File: config.mk
export PLATFORM = sky130hd
export DESIGN_NAME = sorted_list_merge
export DESIGN_NICKNAME = d
export VERILOG_FILES = /design/src/slm_pkg.sv /design/src/slm_ram.sv /design/src/slm_front.sv /design/src/slm_back.sv /design/src/sorted_list_merge.sv
export SDC_FILE = /design/constraint.sdc
export NUM_CORES = 2
export LEC_CHECK = 0
export ABC_AREA = 1
export BUFFER_PORTS_ARGS = -buffer_cell sky130_fd_sc_hd__buf_2
export CORE_AREA = 2 2 424 426
export CTS_CLUSTER_SIZE = 25
export DETAILED_ROUTE_END_ITERATION = 6
export DIE_AREA = 0 0 426 428
export PLACE_DENSITY = 0.69
export SLEW_MARGIN = 10
export SYNTH_ARGS = -nofsm -noshare
export SYNTH_HDL_FRONTEND = slang
export SYNTH_SLANG_ARGS = --single-unit
File: constraint.sdc
create_clock -name clk -period 14 [get_ports clk]
set_clock_uncertainty 0.2 [all_clocks]
set_input_delay 0.7 -clock clk [delete_from_list [all_inputs] [get_ports clk]]
set_output_delay 0.7 -clock clk [all_outputs]
set_load 0.01 [all_outputs]
File: src/slm_pkg.sv
package slm_pkg;

  localparam int LIST_DEPTH = 32;
  localparam int DATA_W     = 32;
  localparam int ACTION_W   = 2;
  localparam int ADDR_W     = (LIST_DEPTH > 1) ? $clog2(LIST_DEPTH) : 1;
  localparam int CNT_W      = $clog2(LIST_DEPTH + 1);

  // action codes on s_tuser
  localparam logic [ACTION_W-1:0] ACT_FIRST  = 2'd0;
  localparam logic [ACTION_W-1:0] ACT_SECOND = 2'd1;
  localparam logic [ACTION_W-1:0] ACT_MERGE  = 2'd2;

  // result flag positions on m_tuser
  localparam int USER_SECOND  = 0;
  localparam int USER_EMPTY   = 1;
  localparam int USER_DROPPED = 2;
  localparam int OUT_USER_W   = 3;

  typedef enum logic [1:0] {
    CMD_APPEND_FIRST,
    CMD_APPEND_SECOND,
    CMD_MERGE
  } cmd_t;

  typedef struct packed {
    cmd_t                     cmd;
    logic signed [DATA_W-1:0] value;
  } cmd_item_t;

  typedef enum logic [1:0] {
    ST_IDLE,
    ST_FETCH,
    ST_PICK
  } back_state_t;

endpackage

File: src/slm_ram.sv
module slm_ram #(
  parameter int WIDTH = 32,
  parameter int DEPTH = 32
) (
  input  logic                                        clk,
  input  logic                                        we,
  input  logic [((DEPTH > 1) ? $clog2(DEPTH) : 1)-1:0] waddr,
  input  logic [WIDTH-1:0]                            wdata,
  input  logic [((DEPTH > 1) ? $clog2(DEPTH) : 1)-1:0] raddr,
  output logic [WIDTH-1:0]                            rdata
);

  logic [WIDTH-1:0] mem [DEPTH];

  always_ff @(posedge clk) begin
    if (we) begin
      mem[waddr] <= wdata;
    end
    rdata <= mem[raddr];
  end

endmodule

File: src/slm_front.sv
module slm_front (
  input  logic                              clk,
  input  logic                              rst,
  input  logic                              s_tvalid,
  output logic                              s_tready,
  input  logic [slm_pkg::DATA_W-1:0]        s_tdata,  // value
  input  logic [slm_pkg::ACTION_W-1:0]      s_tuser,  // action
  output logic                              q_valid,
  output slm_pkg::cmd_item_t                q_item,
  input  logic                              q_pop
);
  import slm_pkg::*;

  cmd_item_t  q_mem [2];
  logic       wptr;
  logic       rptr;
  logic [1:0] fill;
  logic       push;
  logic       keep;
  cmd_item_t  item;

  // classify the incoming transaction; unknown actions are swallowed
  always_comb begin
    item.value = s_tdata;
    item.cmd   = CMD_MERGE;
    keep       = 1'b1;
    unique case (s_tuser)
      ACT_FIRST:  item.cmd = CMD_APPEND_FIRST;
      ACT_SECOND: item.cmd = CMD_APPEND_SECOND;
      ACT_MERGE:  item.cmd = CMD_MERGE;
      default:    keep     = 1'b0;
    endcase
  end

  assign s_tready = (fill != 2'd2);
  assign push     = s_tvalid && s_tready && keep;
  assign q_valid  = (fill != 2'd0);
  assign q_item   = q_mem[rptr];

  always_ff @(posedge clk) begin
    if (push) begin
      q_mem[wptr] <= item;
    end
  end

  always_ff @(posedge clk) begin
    if (rst) begin
      wptr <= 1'b0;
      rptr <= 1'b0;
      fill <= 2'd0;
    end else begin
      if (push) begin
        wptr <= ~wptr;
      end
      if (q_pop) begin
        rptr <= ~rptr;
      end
      fill <= fill + 2'(push) - 2'(q_pop);
    end
  end

endmodule

File: src/slm_back.sv
module slm_back (
  input  logic                          clk,
  input  logic                          rst,
  input  logic                          q_valid,
  input  slm_pkg::cmd_item_t            q_item,
  output logic                          q_pop,
  output logic                          m_tvalid,
  input  logic                          m_tready,
  output logic [slm_pkg::DATA_W-1:0]    m_tdata,  // value_res
  output logic [slm_pkg::OUT_USER_W-1:0] m_tuser, // from_second, empty_res, dropped
  output logic                          m_tlast
);
  import slm_pkg::*;

  back_state_t state, state_next;
  logic [CNT_W-1:0] first_count, first_count_next;
  logic [CNT_W-1:0] second_count, second_count_next;
  logic overflow_seen, overflow_seen_next;
  logic [CNT_W-1:0] rd_i, rd_i_next;
  logic [CNT_W-1:0] rd_j, rd_j_next;

  logic out_valid, out_valid_next;
  logic [DATA_W-1:0] out_value, out_value_next;
  logic [OUT_USER_W-1:0] out_user, out_user_next;
  logic out_last, out_last_next;

  logic first_we, second_we;
  logic [DATA_W-1:0] first_rdata, second_rdata;

  logic out_free;
  logic first_left, second_left, take_first, is_last;
  logic [CNT_W-1:0] i_adv, j_adv;

  slm_ram #(.WIDTH(DATA_W), .DEPTH(LIST_DEPTH)) u_first_ram (
    .clk   (clk),
    .we    (first_we),
    .waddr (first_count[ADDR_W-1:0]),
    .wdata (q_item.value),
    .raddr (rd_i[ADDR_W-1:0]),
    .rdata (first_rdata)
  );

  slm_ram #(.WIDTH(DATA_W), .DEPTH(LIST_DEPTH)) u_second_ram (
    .clk   (clk),
    .we    (second_we),
    .waddr (second_count[ADDR_W-1:0]),
    .wdata (q_item.value),
    .raddr (rd_j[ADDR_W-1:0]),
    .rdata (second_rdata)
  );

  assign out_free    = !out_valid || m_tready;
  assign first_left  = (rd_i < first_count);
  assign second_left = (rd_j < second_count);
  assign take_first  = first_left &&
                       (!second_left || ($signed(first_rdata) <= $signed(second_rdata)));
  assign i_adv       = rd_i + CNT_W'(take_first);
  assign j_adv       = rd_j + CNT_W'(!take_first);
  assign is_last     = (i_adv == first_count) && (j_adv == second_count);

  always_comb begin
    state_next         = state;
    first_count_next   = first_count;
    second_count_next  = second_count;
    overflow_seen_next = overflow_seen;
    rd_i_next          = rd_i;
    rd_j_next          = rd_j;
    out_valid_next     = out_valid && !m_tready;
    out_value_next     = out_value;
    out_user_next      = out_user;
    out_last_next      = out_last;
    first_we           = 1'b0;
    second_we          = 1'b0;
    q_pop              = 1'b0;

    unique case (state)
      ST_IDLE: begin
        if (q_valid) begin
          unique case (q_item.cmd)
            CMD_APPEND_FIRST: begin
              q_pop = 1'b1;
              if (first_count < CNT_W'(LIST_DEPTH)) begin
                first_we         = 1'b1;
                first_count_next = first_count + CNT_W'(1);
              end else begin
                overflow_seen_next = 1'b1;
              end
            end
            CMD_APPEND_SECOND: begin
              q_pop = 1'b1;
              if (second_count < CNT_W'(LIST_DEPTH)) begin
                second_we         = 1'b1;
                second_count_next = second_count + CNT_W'(1);
              end else begin
                overflow_seen_next = 1'b1;
              end
            end
            CMD_MERGE: begin
              if (first_count == '0 && second_count == '0) begin
                // empty merge: one marked result
                if (out_free) begin
                  q_pop                        = 1'b1;
                  out_valid_next               = 1'b1;
                  out_value_next               = '0;
                  out_user_next                = '0;
                  out_user_next[USER_EMPTY]    = 1'b1;
                  out_user_next[USER_DROPPED]  = overflow_seen;
                  out_last_next                = 1'b1;
                  overflow_seen_next           = 1'b0;
                end
              end else begin
                q_pop      = 1'b1;
                rd_i_next  = '0;
                rd_j_next  = '0;
                state_next = ST_FETCH;
              end
            end
            default: q_pop = 1'b1;
          endcase
        end
      end
      ST_FETCH: begin
        state_next = ST_PICK;
      end
      ST_PICK: begin
        if (out_free) begin
          out_valid_next              = 1'b1;
          out_value_next              = take_first ? first_rdata : second_rdata;
          out_user_next               = '0;
          out_user_next[USER_SECOND]  = !take_first;
          out_user_next[USER_DROPPED] = overflow_seen;
          out_last_next               = is_last;
          if (is_last) begin
            first_count_next   = '0;
            second_count_next  = '0;
            overflow_seen_next = 1'b0;
            state_next         = ST_IDLE;
          end else begin
            rd_i_next  = i_adv;
            rd_j_next  = j_adv;
            state_next = ST_FETCH;
          end
        end
      end
      default: state_next = ST_IDLE;
    endcase
  end

  always_ff @(posedge clk) begin
    if (rst) begin
      state         <= ST_IDLE;
      first_count   <= '0;
      second_count  <= '0;
      overflow_seen <= 1'b0;
      rd_i          <= '0;
      rd_j          <= '0;
      out_valid     <= 1'b0;
    end else begin
      state         <= state_next;
      first_count   <= first_count_next;
      second_count  <= second_count_next;
      overflow_seen <= overflow_seen_next;
      rd_i          <= rd_i_next;
      rd_j          <= rd_j_next;
      out_valid     <= out_valid_next;
    end
  end

  always_ff @(posedge clk) begin
    out_value <= out_value_next;
    out_user  <= out_user_next;
    out_last  <= out_last_next;
  end

  assign m_tvalid = out_valid;
  assign m_tdata  = out_value;
  assign m_tuser  = out_user;
  assign m_tlast  = out_last;

endmodule

File: src/sorted_list_merge.sv
// sorted_list_merge: stable merge of two ascending lists of signed 32-bit values
//
// input stream: s_tuser carries the action (0 append to first list, 1 append
// to second list, 2 merge, 3 ignored), s_tdata the value to append.
// output stream: m_tdata is the merged value; m_tuser bit 0 marks a value from
// the second list, bit 1 the single result of an empty merge, bit 2 that an
// append was dropped since the previous merge; m_tlast ends the merge run.
// a two-entry command queue sits between the input side and the executing
// back end, so inputs keep flowing while the back end waits on the output.
// an append leaves the queue and is written to its list ram while the back
// end is idle, so appends can be taken every cycle while it is idle. a merge
// presents its results one by one: each step reads both list rams (registered
// read) and then compares. the back end takes no new command until the merge
// run ends; an empty merge presents its single result straight from the idle
// state.
// reset clears both counts, the drop flag, the queue and the output valid flag;
// list ram contents are not cleared, only written entries are ever read.
// when the receiver stalls the output register holds, the back end waits,
// the queue fills and s_tready drops.
module sorted_list_merge (
  input  logic                           clk,
  input  logic                           rst,
  input  logic                           s_tvalid,
  output logic                           s_tready,
  input  logic [slm_pkg::DATA_W-1:0]     s_tdata,  // value
  input  logic [slm_pkg::ACTION_W-1:0]   s_tuser,  // action
  output logic                           m_tvalid,
  input  logic                           m_tready,
  output logic [slm_pkg::DATA_W-1:0]     m_tdata,  // value_res
  output logic [slm_pkg::OUT_USER_W-1:0] m_tuser,  // from_second, empty_res, dropped
  output logic                           m_tlast
);
  import slm_pkg::*;

  logic      q_valid;
  logic      q_pop;
  cmd_item_t q_item;

  slm_front u_front (
    .clk      (clk),
    .rst      (rst),
    .s_tvalid (s_tvalid),
    .s_tready (s_tready),
    .s_tdata  (s_tdata),
    .s_tuser  (s_tuser),
    .q_valid  (q_valid),
    .q_item   (q_item),
    .q_pop    (q_pop)
  );

  slm_back u_back (
    .clk      (clk),
    .rst      (rst),
    .q_valid  (q_valid),
    .q_item   (q_item),
    .q_pop    (q_pop),
    .m_tvalid (m_tvalid),
    .m_tready (m_tready),
    .m_tdata  (m_tdata),
    .m_tuser  (m_tuser),
    .m_tlast  (m_tlast)
  );

  a_empty_is_last: assert property (@(posedge clk) disable iff (rst)
    m_tvalid && m_tuser[USER_EMPTY] |-> m_tlast)
    else $error("empty result not marked last");

  a_empty_clean: assert property (@(posedge clk) disable iff (rst)
    m_tvalid && m_tuser[USER_EMPTY] |-> m_tdata == '0 && !m_tuser[USER_SECOND])
    else $error("empty result carries data");

  a_pop_needs_item: assert property (@(posedge clk) disable iff (rst)
    q_pop |-> q_valid)
    else $error("command queue popped while empty");

  a_reset_quiet: assert property (@(posedge clk)
    $past(rst) && !rst |-> !m_tvalid)
    else $error("output valid right after reset");

endmodule

==> run_results.csv <==
group,metric,value,unit
logic_synthesis,ys_ff_latch,2249,
critical_path,arrival,5740,ps
detailed_routing,drt_iter0_drc,8710,
logic_synthesis,netlist.area_leader.share,73.2,%
timing,period_share,36.9,%
finish,regArea,66600,um^2
placement,post-place-ws,8920,ps
floorplanning,design.die.area,182000,um^2
critical_path,path_common_cell,"nand2_1",
clocking,post-cts-setup-buffers,0,
timing,max-slew-margin-rel,17.8,%
logic_synthesis,yosysSeqAreaShare,75.4,%
critical_path,cpPeakStageDelay,600,ps
timing,whs,84.3,ps
clocking,clock-root-buffer,"clkbuf_16",
timing,final_hold_viol_count,0,
grt,grt-ovfl-total,0,
logic_synthesis,synth.avg_cell_area,13.6,um^2
logic_synthesis,synth_cells,6508,
detailed_routing,routed_wl,251,mm
clocking,cts_tree,"built",
placement,port_buffers,75,
detailed_routing,dr.pass1.iters,6,
critical_path,cp_data_required_time,14570,ps
logic_synthesis,yosysUniqueCellTypes,49,
floorplanning,start_util,49.7,%
timing,rsz0062_at_grt,"no",
detailed_routing,wl_per_cell,27.8,um
clocking,hold_buffers,34,
logic_synthesis,synth_edf_count,2152,
finish,nFillCells,14065,
detailed_routing,num_vias,57430,
grt,antenna_found_initial,16,
pwr,power,0.0158,W
clocking,path_clk_slew,60,ps
job,cap_violations,0,
floorplanning,io_pins,76,
logic_synthesis,synthTopCellsByArea,"edfxtp_1, o21ai_0, nor2_1, o221ai_1, dfxtp_1",
grt,first_global_vias,54172,
clocking,cts_resized,0,
grt,grt_use_total,26.9,%
pwr,leakagePower,31.7,nW
detailed_routing,via_per_inst,6.36,
worst_hold_path,hp-class,"in2reg",
critical_path,crit_fanout,185,
finish,layout-drive-gt1-share,9.70,%
grt,grt_pass1_wl,363,mm
timing,tightest_slew,1230,ps
timing,max_freq,194,MHz
grt,grt_max_degree,218,
critical_path,start_kind,"flip-flop",
timing,fin_ws,8840,ps
detailed_routing,ant_nets,0,
finish,areaGrowthSynthToFinish,11.4,%
floorplanning,fp-row-count,155,
critical_path,cp-end-kind,"flip-flop",
clocking,numCtsBuffers,213,
clocking,cts.sinks,2249,
clocking,cts_max_level,4,
logic_synthesis,ys_async_sr_fraction,0,%
timing,finalMaxSlewViolations,0,
timing,timing.setup.tns,0,ps
logic_synthesis,yosysWarnings,0,
run_status,status,"finished clean",
placement,hpwl,128,mm
logic_synthesis,ys.flop_type,"edfxtp_1",
critical_path,crit_slowest_cell,"nand3_4",
placement,place.gp.congestion,0.838,
floorplanning,die_width,426,um
finish,nets,6587,
timing,setup_viol_count_final,0,
finish,multi_input_area,19700,um^2
clocking,cts_buffer_depth,3,
critical_path,critPathKind,"reg2reg",
logic_synthesis,synth_top_area_cell,"edfxtp_1",
logic_synthesis,netlist_area,88300,um^2
pwr,power_density,161,nW/um^2
timing,finalCriticalPeriod,5160,ps
detailed_routing,drc_errors,0,
floorplanning,die_h,428,um
logic_synthesis,synth_fp_nets,6605,
floorplanning,core_area,178000,um^2
clocking,worst_skew_pair.late_latency,870,ps
pwr,irDropWorstVdd,0.000206,V
-- worst max-delay path: cells and delay by family, from the launching register on --
| family | cells | cell delay (ps) |
|---|---|---|
| simple gates | 19 | 2520 |
| flops | 1 | 530 |
| buf+inv | 4 | 720 |
| fa+ha+maj | 2 | 470 |
| compound gates | 2 | 360 |
| xor+xnor | 1 | 160 |
-- synth_stat cells, drive strengths merged, types with 4 or more instances --
library cell and count:
dfxtp 97, o22ai 128, a32oi 59, nand2 184, xor2 13, nand4 23
a31oi 65, a21oi 72, nand3 201, ha 59, inv 134, mux2 32
clkinv 4, nor2 1299, buf 133, o221ai 384, edfxtp 2152, clkbuf 344
o21ai 1106
-- through the flow --
stage               instance area, um^2  instances  utilization, %
global route                      98300       9027            55.4
floorplan                         88300       6508               -
global placement                  91300       8596            51.4
CTS                               98300       9025            55.3
detailed placement                91300       8596            51.4
finish                            98300       9031            55.4
-- kinds of logic after synthesis --
group | Yosys count | share of synthesized area [%]
AOI/OAI and AO/OA | 1823 | 12.5
and+or+nand+nor | 1716 | 7.79
adders and majority gates | 59 | 0.836
buffers and inverters | 615 | 2.89
DFF | 2249 | 75.4
xor gates and xnor gates | 14 | 0.147
muxes | 32 | 0.408
-- cell usage in the layout, fill, tap and decap left out, types with 67 or more instances in the layout --
| cell type | netlist | routed |
|---|---|---|
| edfxtp_1 | 2152 | 2152 |
| buf_2 | 85 | 75 |
| nand2_1 | 182 | 182 |
| o22ai_1 | 128 | 128 |
| nor2_1 | 1295 | 1230 |
| dfxtp_1 | 97 | 86 |
| nor2_4 | 2 | 67 |
| clkbuf_16 | 0 | 215 |
| o221ai_1 | 384 | 384 |
| a21oi_1 | 70 | 70 |
| inv_1 | 124 | 119 |
| nand3_1 | 195 | 195 |
| o21ai_0 | 1088 | 1088 |
| buf_4 | 14 | 129 |
-- where the power goes --
group | internal [W] | switching (W) | leakage, nW
combinational | 0.000452 | 0.00156 | 8.31
sequential | 0.00806 | 0.000155 | 20.2
clock | 0.00307 | 0.00250 | 3.25
total | 0.0116 | 0.00422 | 31.7
-- final timing paths --
check	startpoint	endpoint	slack (ps)	cells past startpoint
max reg2reg	u_back.rd_j[0]	u_back.rd_i[1]	8840	28
min	rst	flip-flop	80	2
min reg2reg	u_front.rptr	flip-flop	310	2
max	u_back.rd_j[0]	u_back.rd_i[1]	8840	28
-- flip-flops by register name, indices dropped and copies added (netlist names), named ones only --
register	cells
u_back.state	2
u_back.m_tdata	32
u_back.u_first_ram.rdata	32
u_back.m_tuser	3
u_back.second_count	6
u_back.rd_j	6
u_front.rptr	1
u_back.u_second_ram.rdata	32
u_back.u_second_ram.mem	1024
u_back.m_tvalid	1
u_back.rd_i	6
u_front.q_mem	68
u_front.wptr	1
u_back.first_count	6
u_back.m_tlast	1
u_back.overflow_seen	1
u_front.fill	2
u_back.u_first_ram.mem	1024
-- final cells by class --
cell class | count | share of cell area (%)
timing repair buffer | 244 | 1.83
clock buffer | 274 | 5.77
multi-input combinational | 3644 | 20.1
tap | 2355 | 3.00
sequential | 2249 | 67.7
inverter | 138 | 0.576
clock inverter | 121 | 1.04
antenna | 6 | 0.0153
-- metal layers --
layer,global-route usage [%],wire length [um],up-vias
met1,38.5,98600,28694
met2,40.8,113000,3552
met3,4.61,27300,567
li1,-,-,24611
met5,0,43,-
met4,11.7,11500,6
Power figures use the tool's default switching activity.
